`config.mk`:
```
export PLATFORM = sky130hd
export DESIGN_NAME = ihds_ctrl
export DESIGN_NICKNAME = d
export VERILOG_FILES = /design/src/rtl/ihds_pkg.sv /design/src/rtl/ihds_ctrl.sv
export SDC_FILE = /design/constraint.sdc
export NUM_CORES = 1
export LEC_CHECK = 0
export BUFFER_PORTS_ARGS = -buffer_cell sky130_fd_sc_hd__buf_2
export CAP_MARGIN = 15
export CORE_UTILIZATION = 30
export DETAILED_ROUTE_END_ITERATION = 7
export GPL_TIMING_DRIVEN = 0
export SETUP_SLACK_MARGIN = 0.5
export SLEW_MARGIN = 20
export SYNTH_ARGS = -nofsm -noshare
export SYNTH_HDL_FRONTEND = slang
export SYNTH_SLANG_ARGS = --single-unit
```
`constraint.sdc`:
```
create_clock -name aclk -period 2.3 [get_ports aclk]
set_clock_uncertainty 0.05 [all_clocks]
set_input_delay 0.69 -clock aclk [delete_from_list [all_inputs] [get_ports aclk]]
set_output_delay 0.69 -clock aclk [all_outputs]
set_load 0.01 [all_outputs]
```
`src/rtl/ihds_pkg.sv`:
```
`default_nettype none
package ihds_pkg;

    localparam int POINTS = 64;
    localparam int IDX_W = 6;
    localparam int TEMP_W = 24;
    localparam int RATIO_W = 24;
    localparam int MU_W = 32;
    localparam int MR_W = 32;
    localparam int DEN_W = 33;
    localparam int NUM_W = 64;
    localparam int QUO_W = 48;

    localparam logic [2:0] REG_RATIO = 3'd0;
    localparam logic [2:0] REG_GAIN = 3'd1;
    localparam logic [2:0] REG_INIT = 3'd2;
    localparam logic [2:0] REG_BOUND = 3'd3;
    localparam logic [2:0] REG_B1_LO = 3'd4;
    localparam logic [2:0] REG_B1_HI = 3'd5;
    localparam logic [2:0] REG_B2_LO = 3'd6;
    localparam logic [2:0] REG_B2_HI = 3'd7;

    typedef enum logic [3:0] {
        ST_IDLE,
        ST_FILL,
        ST_FWD_READ,
        ST_FWD_DEN,
        ST_FWD_DIVE,
        ST_FWD_DIVD,
        ST_FWD_WRITE,
        ST_BWD_READ,
        ST_BWD_MUL,
        ST_BWD_WRITE,
        ST_EMIT_READ,
        ST_EMIT_WAIT
    } state_t;

    typedef struct packed {
        logic fill;
        logic fwd_read;
        logic fwd_den;
        logic div_start_e;
        logic div_start_d;
        logic fwd_write;
        logic bwd_read;
        logic bwd_mul;
        logic bwd_write;
        logic emit_read;
        logic [IDX_W-1:0] idx;
    } cmd_t;

    typedef struct packed {
        logic div_busy;
        logic out_full;
    } status_t;

endpackage
`default_nettype wire

```
`src/rtl/ihds_ctrl.sv`:
```
`default_nettype none
module ihds_ctrl (
    input  wire logic              aclk,
    input  wire logic              aresetn,
    input  wire logic              s_tvalid,
    output logic                   s_tready,
    input  wire logic              reinit,
    input  wire logic              m_tready,
    input  wire ihds_pkg::status_t status,
    output ihds_pkg::cmd_t         cmd
);
    localparam int IW = ihds_pkg::IDX_W;
    localparam logic [IW-1:0] LAST = IW'(ihds_pkg::POINTS - 1);

    ihds_pkg::state_t state_reg, state_next;
    logic [IW-1:0] idx_reg, idx_next;
    logic          start_reg, start_next;

    always_ff @(posedge aclk) begin
        if (!aresetn) begin
            state_reg <= ihds_pkg::ST_FILL;
            idx_reg <= '0;
            start_reg <= 1'b0;
        end else begin
            state_reg <= state_next;
            idx_reg <= idx_next;
            start_reg <= start_next;
        end
    end

    always_comb begin
        state_next = state_reg;
        idx_next = idx_reg;
        start_next = 1'b0;
        cmd = '0;
        cmd.idx = idx_reg;
        s_tready = 1'b0;
        unique case (state_reg)
            ihds_pkg::ST_IDLE: begin
                s_tready = 1'b1;
                idx_next = '0;
                if (s_tvalid) begin
                    state_next = reinit ? ihds_pkg::ST_FILL : ihds_pkg::ST_FWD_WRITE;
                end
            end
            ihds_pkg::ST_FILL: begin
                cmd.fill = 1'b1;
                idx_next = idx_reg + 1'b1;
                if (idx_reg == LAST) begin
                    state_next = ihds_pkg::ST_IDLE;
                end
            end
            ihds_pkg::ST_FWD_READ: begin
                cmd.fwd_read = 1'b1;
                state_next = ihds_pkg::ST_FWD_DEN;
            end
            ihds_pkg::ST_FWD_DEN: begin
                cmd.fwd_den = 1'b1;
                start_next = 1'b1;
                state_next = ihds_pkg::ST_FWD_DIVE;
            end
            ihds_pkg::ST_FWD_DIVE: begin
                cmd.div_start_e = start_reg;
                if (!start_reg && !status.div_busy) begin
                    start_next = 1'b1;
                    state_next = ihds_pkg::ST_FWD_DIVD;
                end
            end
            ihds_pkg::ST_FWD_DIVD: begin
                cmd.div_start_d = start_reg;
                if (!start_reg && !status.div_busy) begin
                    state_next = ihds_pkg::ST_FWD_WRITE;
                end
            end
            ihds_pkg::ST_FWD_WRITE: begin
                cmd.fwd_write = 1'b1;
                if (idx_reg == LAST) begin
                    state_next = ihds_pkg::ST_BWD_WRITE;
                end else begin
                    idx_next = idx_reg + 1'b1;
                    state_next = (idx_reg == LAST - 1'b1) ? ihds_pkg::ST_FWD_WRITE
                                                         : ihds_pkg::ST_FWD_READ;
                end
            end
            ihds_pkg::ST_BWD_READ: begin
                cmd.bwd_read = 1'b1;
                state_next = ihds_pkg::ST_BWD_MUL;
            end
            ihds_pkg::ST_BWD_MUL: begin
                cmd.bwd_mul = 1'b1;
                state_next = ihds_pkg::ST_BWD_WRITE;
            end
            ihds_pkg::ST_BWD_WRITE: begin
                cmd.bwd_write = 1'b1;
                if (idx_reg == '0) begin
                    state_next = ihds_pkg::ST_EMIT_READ;
                end else begin
                    idx_next = idx_reg - 1'b1;
                    state_next = ihds_pkg::ST_BWD_READ;
                end
            end
            ihds_pkg::ST_EMIT_READ: begin
                if (!status.out_full || m_tready) begin
                    cmd.emit_read = 1'b1;
                    state_next = ihds_pkg::ST_EMIT_WAIT;
                end
            end
            ihds_pkg::ST_EMIT_WAIT: begin
                if (idx_reg == LAST) begin
                    state_next = ihds_pkg::ST_IDLE;
                end else begin
                    idx_next = idx_reg + 1'b1;
                    state_next = ihds_pkg::ST_EMIT_READ;
                end
            end
            default: begin
                state_next = ihds_pkg::ST_IDLE;
            end
        endcase
    end

`ifndef SYNTH
    a_ready_idle: assert property (@(posedge aclk) disable iff (!aresetn)
        s_tready |-> state_reg == ihds_pkg::ST_IDLE)
        else $error("ready outside idle");
    a_one_start: assert property (@(posedge aclk) disable iff (!aresetn)
        !(cmd.div_start_e && cmd.div_start_d))
        else $error("two divider starts");
    a_fill_wrap: assert property (@(posedge aclk) disable iff (!aresetn)
        (state_reg == ihds_pkg::ST_FILL && idx_reg == LAST) |=>
        state_reg == ihds_pkg::ST_IDLE)
        else $error("fill did not end");
`endif
endmodule
`default_nettype wire

```
==> out/qor.txt, run 1 <==
status = finished, violations left
failing checks = setup timing
Warnings, synthesis = 0
Peak VDD IR = 0.485 mV
crit path to = cmd[7]
layout cell share with drive strength beyond 1 = 0.533
Rel. slew slack = 0.515
combinational power share = 0.698
Tmin final = 2.31 ns
critical-path cell list = buf_8 > buf_6 > nand2b_4 > buf_8 > or3_4 > inv_2 > buf_6
GRT met3 Usage = 0.0179
Max Buffers Root-to-Sink = 2
initial antenna violation count = 0
Die Width = 64.2 um
sequential group share of total power = 0.183
Tcrit/Tclk final = 1.00
Nets = 195
post-synthesis mux area share = 0.00861
largest net degree at the start of global routing = 11
Detail Route Antenna Nets = 0
Crit path required time = 1.56 ns
vias in the first global route = 1148
Synth Area in Simple Gates = 0.304
Synth Cell Area = 1160 um2
syn_nets = 152
Yosys cell types = 58
Slew Viols, Final = 0
Global Route Usage Sum = 0.169
P_leak = 0.725 nW
Tightest Pin Transition = 0.722 ns
RSZ-0062 raised after global routing = yes
DP HPWL = 2330 um
Largest register FFs = 6
Core Box Area = 3690 um2
Worst setup EP type = primary output
Compound-Gate Fraction of Synth Area = 0.281
xor-xnor portion of the synthesized cell area = 0.0377
critical path type = reg2out
Worst Reg-to-Reg Cells = 11
internal power = 0.956 mW
critical path's slowest cell = or3_4
CTS tree = built
Clk Latency, worst-skew pair = 0.24 ns
main combinational cell family by area after synthesis = simple AND/OR/NAND/NOR gates
Seq cells post-synth = 11
delay-heaviest family, CP = simple AND/OR/NAND/NOR gates
async set or reset register ratio after synthesis = 0
crit-path max FO = 6
ys flop type = dfxtp_1
Top Usage Layer GRT = met2
fin area = 1750 um2
Routed WL per cell = 15.4 um
I/O Pins = 24
Worst Path Arrival = 1.57 ns
adder-cell area share of the yosys netlist = 0.0603
Starting Density = 0.315
First-pass DRT Iterations = 4
worst hold path type = reg2reg
Fmax = 434 MHz
Sw Share = 0.418
Avg Inst Size Synth = 8.30 um2
Port Buffers = 23
Crit path buffers/inverters = 5
Post-Syn Instances = 140
Die Y-Extent = 64.2 um
met2 usage = 0.282
Iter 0 DRT Violations = 146
PwrDens = 938 nW/um2
slowest stage delay, CP = 0.38 ns
synth-to-layout area growth = 50.7%
Final Wtd Congestion = 0.868
fill cell count = 364
EDFF count, synth = 0
final wirelength = 3540 um
Final Setup Violations = 1
grt ovf = 0
Final Hold Fails = 0
flop-to-flop setup slack = 0.07 ns
n_diodes = 0
Clk pwr share = 0.119
final worst slack = -0.00511 ns
sequential fraction of the synthesis area = 0.189
drt drc = 0
Sink Count = 11
Startpoint Class = flip-flop
Max Cap Viol = 0
hold_buf cts = 0
dpl ws = 0.0252 ns
first-pass GRT wire length = 5460 um
CTS HTree Levels = 1
Worst R2R Start = state_reg[2]$_SDFFE_PN0P_
via count = 1248
R2R Path End = idx_reg[4]$_SDFFE_PN0P_
total die area = 4130 um2
critical path launch point = state_reg[2]$_SDFFE_PN0P_
CTS clk-pin slew, worst paths = 0.05 ns
placed cell area = 1390 um2
Crit. path cell count = 7
P_sw = 0.686 mW
standard-cell rows = 22
CTS buffer count = 3
routing usage on met1 = 0.215
Clock Root Buffer = clkbuf_8
vias per cell = 5.43
## timing repair
item	CTS	global route
setup buffers	8	7
gates resized for setup	17	38
endpoints found under the setup margin	18	21
cloned	0	0
pin swaps	6	9
## cell type report
| class | count | area (um2) | area share |
|---|---|---|---|
| multi-input combinational | 110 | 980 | 0.559 |
| timing repair buffer | 38 | 241 | 0.138 |
| sequential | 11 | 229 | 0.131 |
| buffer | 12 | 166 | 0.0950 |
| tap | 48 | 60.1 | 0.0343 |
| clock buffer | 4 | 45.0 | 0.0257 |
| inverter | 7 | 30.0 | 0.0171 |
## cells in the mapped netlist (2+ instances only)
library cell,n,area share
o32ai_1,2,0.015
nor4_1,4,0.022
nor2_1,9,0.029
xor2_1,3,0.023
clkbuf_8,3,0.036
nand3_1,3,0.013
buf_6,4,0.039
nand2b_1,6,0.032
dfxtp_1,11,0.19
and2_1,2,0.011
nor3_1,9,0.039
clkbuf_1,3,0.0097
nand2_1,5,0.016
o211ai_1,2,0.013
a21o_1,2,0.013
o21bai_1,2,0.013
o21ai_0,6,0.026
nor2b_1,6,0.032
xnor2_1,2,0.015
a21oi_1,7,0.030
o21a_1,2,0.013
ha_1,4,0.043
inv_1,6,0.019
and3_1,2,0.011
nor3b_1,2,0.013
## logic make-up (layout without fill, tap and decap cells)
group           after synthesis  count (layout)
simple gates                 59              59
compound gates               40              40
buf+inv                      19              61
flops                        11              11
fa+ha+maj                     5               5
xor+xnor                      5               5
mux                           1               1
## layer usage
layer | part of all wire | up-vias | routed length [um]
li1 | - | 599 | -
met3 | 0.056 | 9 | 198
met2 | 0.51 | 44 | 1820
met4 | 0.020 | 0 | 70
met1 | 0.41 | 596 | 1450
met5 | 0 | - | 0
## power groups by stage
stage	clock [mW]	combinational [mW]	sequential (mW)
final	0.196	1.15	0.301
after global routing	0.210	1.26	0.308
after CTS	0.200	0.905	0.293
after detailed placement	0	0.874	0.294
after global placement	0	0.850	0.290
after floorplan	0	0.683	0.290
## stage by stage
| stage | hold WS (ns) | setup TNS [ns] | utilization | cells | power [mW] |
|---|---|---|---|---|---|
| after detailed placement | 0.493 | 0 | 0.378 | 211 | 1.17 |
| after global routing | 0.539 | -0.149 | 0.475 | 230 | 1.77 |
| after floorplan | 0.460 | 0 | - | 140 | 0.973 |
| after CTS | 0.500 | 0 | 0.425 | 223 | 1.40 |
| final | 0.504 | -0.00511 | 0.475 | 230 | 1.64 |
| after global placement | 0.489 | 0 | 0.378 | 211 | 1.14 |
## worst min-delay path by stage
stage                         start                    to  slack (ns)  cells after the start
2_1_floorplan  start_reg$_SDFF_PN0_  start_reg$_SDFF_PN0_        0.46                      3
3_3_place_gp   start_reg$_SDFF_PN0_  start_reg$_SDFF_PN0_        0.49                      3
3_5_place_dp   start_reg$_SDFF_PN0_  start_reg$_SDFF_PN0_        0.49                      3
4_1_cts        start_reg$_SDFF_PN0_  start_reg$_SDFF_PN0_        0.50                      3
5_1_grt        start_reg$_SDFF_PN0_  start_reg$_SDFF_PN0_        0.54                      3
6_report       start_reg$_SDFF_PN0_  start_reg$_SDFF_PN0_        0.50                      3
## layout by cell type, fill, tap and decap left out, types with 2 or more instances in the layout
master / count
nor2b_1: 5
nor4_1: 4
ha_4: 3
nand3_1: 2
buf_6: 7
nor2_1: 8
o21bai_1: 2
inv_1: 4
nand2b_1: 3
o32ai_2: 2
nand2b_4: 3
inv_2: 2
a21oi_1: 4
buf_4: 13
o21ai_1: 2
o211ai_1: 2
nor3_2: 6
clkbuf_8: 4
dfxtp_1: 4
a21oi_2: 3
xor2_1: 3
nor3_1: 3
dfxtp_2: 7
buf_8: 5
a31oi_4: 2
nand2_1: 4
o21ai_0: 4
and2_1: 2
buf_2: 22
and3_1: 2
o21a_1: 2
a21o_1: 2
## worst reg2reg max path: stages (launching register included)
cell     delay [ns]
dfxtp_2        0.33
buf_8          0.11
nor2b_4        0.16
nand3_2        0.10
inv_2          0.10
a31oi_4        0.08
fa_2           0.44
a21o_1         0.20
a21oi_2        0.15
xor2_1         0.17
o32ai_2        0.08
and2_1         0.16
(Power assumes the default switching activity.)
==> run 2: changes to the inputs <==
- ABC_AREA: unset -> 1
- clock period: 2.3 -> 2.65 ns (I/O delays scaled with it)
==> run 2 against run 1 <==
  * Die area decreased by 14%
  * The flow now finishes without violations
  * Critical endpoint is now cmd[15]
  * First-iteration DRC count decreased by 73%
  * Sequential share of layout area increased by 3.3 points
  * Highest routed layer unchanged
  * Synthesized area decreased by 14%
==> out/qor.txt, run 2 <==
Final Setup Violations = 0 (-1)
grt ovf = 0 (unchanged)
ys flop type = dfxtp_1
top cell type by total area after synthesis = dfxtp_1
Port Buffers = 23 (unchanged)
Iter 0 DRT Violations = 39 (-73%)
drt drc = 0 (unchanged)
P_leak = 0.745 nW (+2.7%)
critical path type = reg2out
placed cell area = 1170 um2 (-16%)
Largest register FFs = 6 (unchanged)
First-pass DRT Iterations = 4 (unchanged)
Crit path required time = 1.81 ns (+0.25 ns)
CTS HTree Levels = 1 (unchanged)
async set or reset register ratio after synthesis = 0 (unchanged)
hold path depth = 3 (unchanged)
Worst Path Arrival = 1.30 ns (-0.27 ns)
Rel. slew slack = 0.795 (+0.281)
largest net degree at the start of global routing = 10 (-1)
Worst setup EP type = primary output
Die Width = 59.7 um (-7.0%)
top cells by area in the synthesized netlist = dfxtp_1 (22%), nand2_1 (15%), inv_1 (8.3%)
Slew Viols, Final = 0 (unchanged)
Max Cap Viol = 0 (unchanged)
most common cell after layout, fill and taps aside = nand2_1
Tmin final = 2.15 ns
FF+latch area = 235 um2 (+2.7%)
Startpoint Class = flip-flop
CTS tree = built
EDFF count, synth = 0 (unchanged)
area of the multi-input gates = 803 um2 (-18%)
initial antenna violation count = 0 (unchanged)
Warnings, synthesis = 0 (unchanged)
via count = 1151 (-7.8%)
RSZ-0062 raised after global routing = yes
metal3 WL = 102 um (-48%)
worst hold path type = reg2reg
Worst Reg-to-Reg Cells = 12 (+1)
Sink Count = 11 (unchanged)
Starting Density = 0.322 (+0.00705)
CTS clk-pin slew, worst paths = 0.08 ns (+0.03 ns)
Detail Route Antenna Nets = 0 (unchanged)
Avg Inst Size Synth = 6.10 um2 (-27%)
final wirelength = 2800 um (-21%)
Final TNS setup = 0 ns (+0.00511 ns)
Synth Cell Area = 1000 um2 (-14%)
vias in the first global route = 918 (-20%)
crit-path max FO = 7 (+1)
flop-to-flop setup slack = 0.52 ns (+0.45 ns)
Final Wtd Congestion = 0.836 (-3.6%)
most instantiated library cell after synthesis = nand2_1
Clk Latency, worst-skew pair = 0.28 ns (+0.04 ns)
CTS buffer count = 3 (unchanged)
n_diodes = 0 (unchanged)
Tcrit/Tclk final = 0.810
fin area = 1440 um2 (-18%)
Clock Root Buffer = clkbuf_4
Nets = 214 (+9.7%)
PwrDens = 688 nW/um2 (-27%)
Routed WL per cell = 11.4 um (-26%)
Post-Syn Instances = 164 (+17%)
DP HPWL = 1970 um (-15%)
total die area = 3570 um2 (-14%)
first-pass GRT wire length = 4080 um (-25%)
Seq cells post-synth = 11 (unchanged)
hold path start = start_reg$_SDFF_PN0_
Core Box Area = 3100 um2 (-16%)
Met1 Wirelength = 1260 um (-13%)
R2R Path End = idx_reg[3]$_SDFFE_PN0P_
syn_nets = 176 (+16%)
Peak VDD IR = 0.349 mV (-28%)
sequential fraction of the synthesis area = 0.220 (+0.0308)
Yosys cell types = 23 (-60%)
vias per cell = 4.70 (-13%)
Worst R2R Start = state_reg[0]$_SDFFE_PN1P_
Commonest cells post-synth = nand2_1 (40), inv_1 (22), nor2_1 (22)
Die Y-Extent = 59.7 um (-7.0%)
fill cell count = 343 (-5.8%)
standard-cell rows = 20 (-9.1%)
met2 WL = 1380 um (-24%)
synth-to-layout area growth = 43.8%
Fmax = 466 MHz
Final Hold Fails = 0 (unchanged)
commonest cells after routing, fill and taps aside = nand2_1 (36), buf_2 (22), inv_1 (20), nor2_1 (20), a21oi_1 (11)
Worst Hold End = start_reg$_SDFF_PN0_
Global Route Usage Sum = 0.154 (-0.0156)
Tightest Pin Transition = 0.306 ns (-0.416 ns)
share of the synthesized area in the top cell type = 0.220 (+0.0308)
I/O Pins = 24 (unchanged)
layout cell share with drive strength beyond 1 = 0.408 (-0.125)
uppermost routed layer = met4
Power Total = 0.989 mW (-40%)
status = finished, final reports clean
Max Buffers Root-to-Sink = 2 (unchanged)
run 2: cell types whose count changed after synthesis, moves of 5 or more:
cell      delta
a21oi_1      +5
inv_1       +16
inv_2        +5
nand2_1     +35
nand2b_1     -6
nand3_1      +9
nor2_1      +13
nor2b_1      -6
nor3_1       -7
run 2: logic make-up (layout without fill, tap and decap cells):
logic type	Yosys count	in the layout	share of synthesized area
buffers and inverters	29	66	0.109
AOI/OAI and AO/OA	22	22	0.116
DFF	11	11	0.220
xor gates and xnor gates	1	1	0.00876
and+or+nand+nor	96	96	0.476
adders and majority gates	5	5	0.0701
run 2: area by class of cell:
class | count | area share
inverters | 29 | 0.0818
well taps | 44 | 0.0383
multi-input cells | 124 | 0.559
repair buffers | 33 | 0.139
clock buffers | 4 | 0.0183
flip-flops and latches | 11 | 0.164
run 2: per-stage QoR:
step,worst slack (ns),cells,hold WS [ns],utilization
finish,0.503,245,0.489,0.463
global route,0.397,245,0.530,0.463
CTS,0.517,235,0.484,0.393
detailed placement,0.400,231,0.465,0.377
global placement,0.382,231,0.466,0.377
floorplan,0.607,164,0.451,-
run 2: power breakdown:
| group | switching [mW] | total [mW] | leakage (nW) | internal (mW) |
|---|---|---|---|---|
| combinational | 0.319 | 0.589 | 0.638 | 0.270 |
| clock | 0.0671 | 0.126 | 0.0150 | 0.0585 |
| sequential | 0.0725 | 0.275 | 0.0923 | 0.202 |
run 2: worst max path at each step:
stage | start | end | slack [ns] | cells after the start
after detailed placement | state_reg[2]$_SDFFE_PN0P_ | idx_reg[3]$_SDFFE_PN0P_ | 0.40 | 12
final | state_reg[0]$_SDFFE_PN1P_ | cmd[15] | 0.50 | 6
after global placement | state_reg[2]$_SDFFE_PN0P_ | idx_reg[3]$_SDFFE_PN0P_ | 0.38 | 12
after floorplan | state_reg[2]$_SDFFE_PN0P_ | idx_reg[3]$_SDFFE_PN0P_ | 0.61 | 12
after CTS | state_reg[3]$_SDFFE_PN0P_ | cmd[8] | 0.52 | 5
after global routing | state_reg[0]$_SDFFE_PN1P_ | idx_reg[5]$_SDFFE_PN0P_ | 0.40 | 14
run 2: metal layers:
layer / global-route usage / up-vias
met5: 0 / -
met1: 0.209 / 521
met2: 0.240 / 24
li1: - / 599
met3: 0.0152 / 7
met4: 0.0797 / 0
run 2: repair_timing:
| action | CTS | global route |
|---|---|---|
| buffers inserted | 0 | 10 |
| pin swaps | 2 | 7 |
| endpoints found under the setup margin | 8 | 8 |
| hold buffers | 0 | 0 |
| resized for setup | 7 | 33 |
run 2: critical path, cell delays in order, from the launching register on:
cell	delay (ns)
dfxtp_4	0.42
inv_4	0.06
nor2_4	0.14
nand2_4	0.08
buf_4	0.14
inv_1	0.05
buf_2	0.12
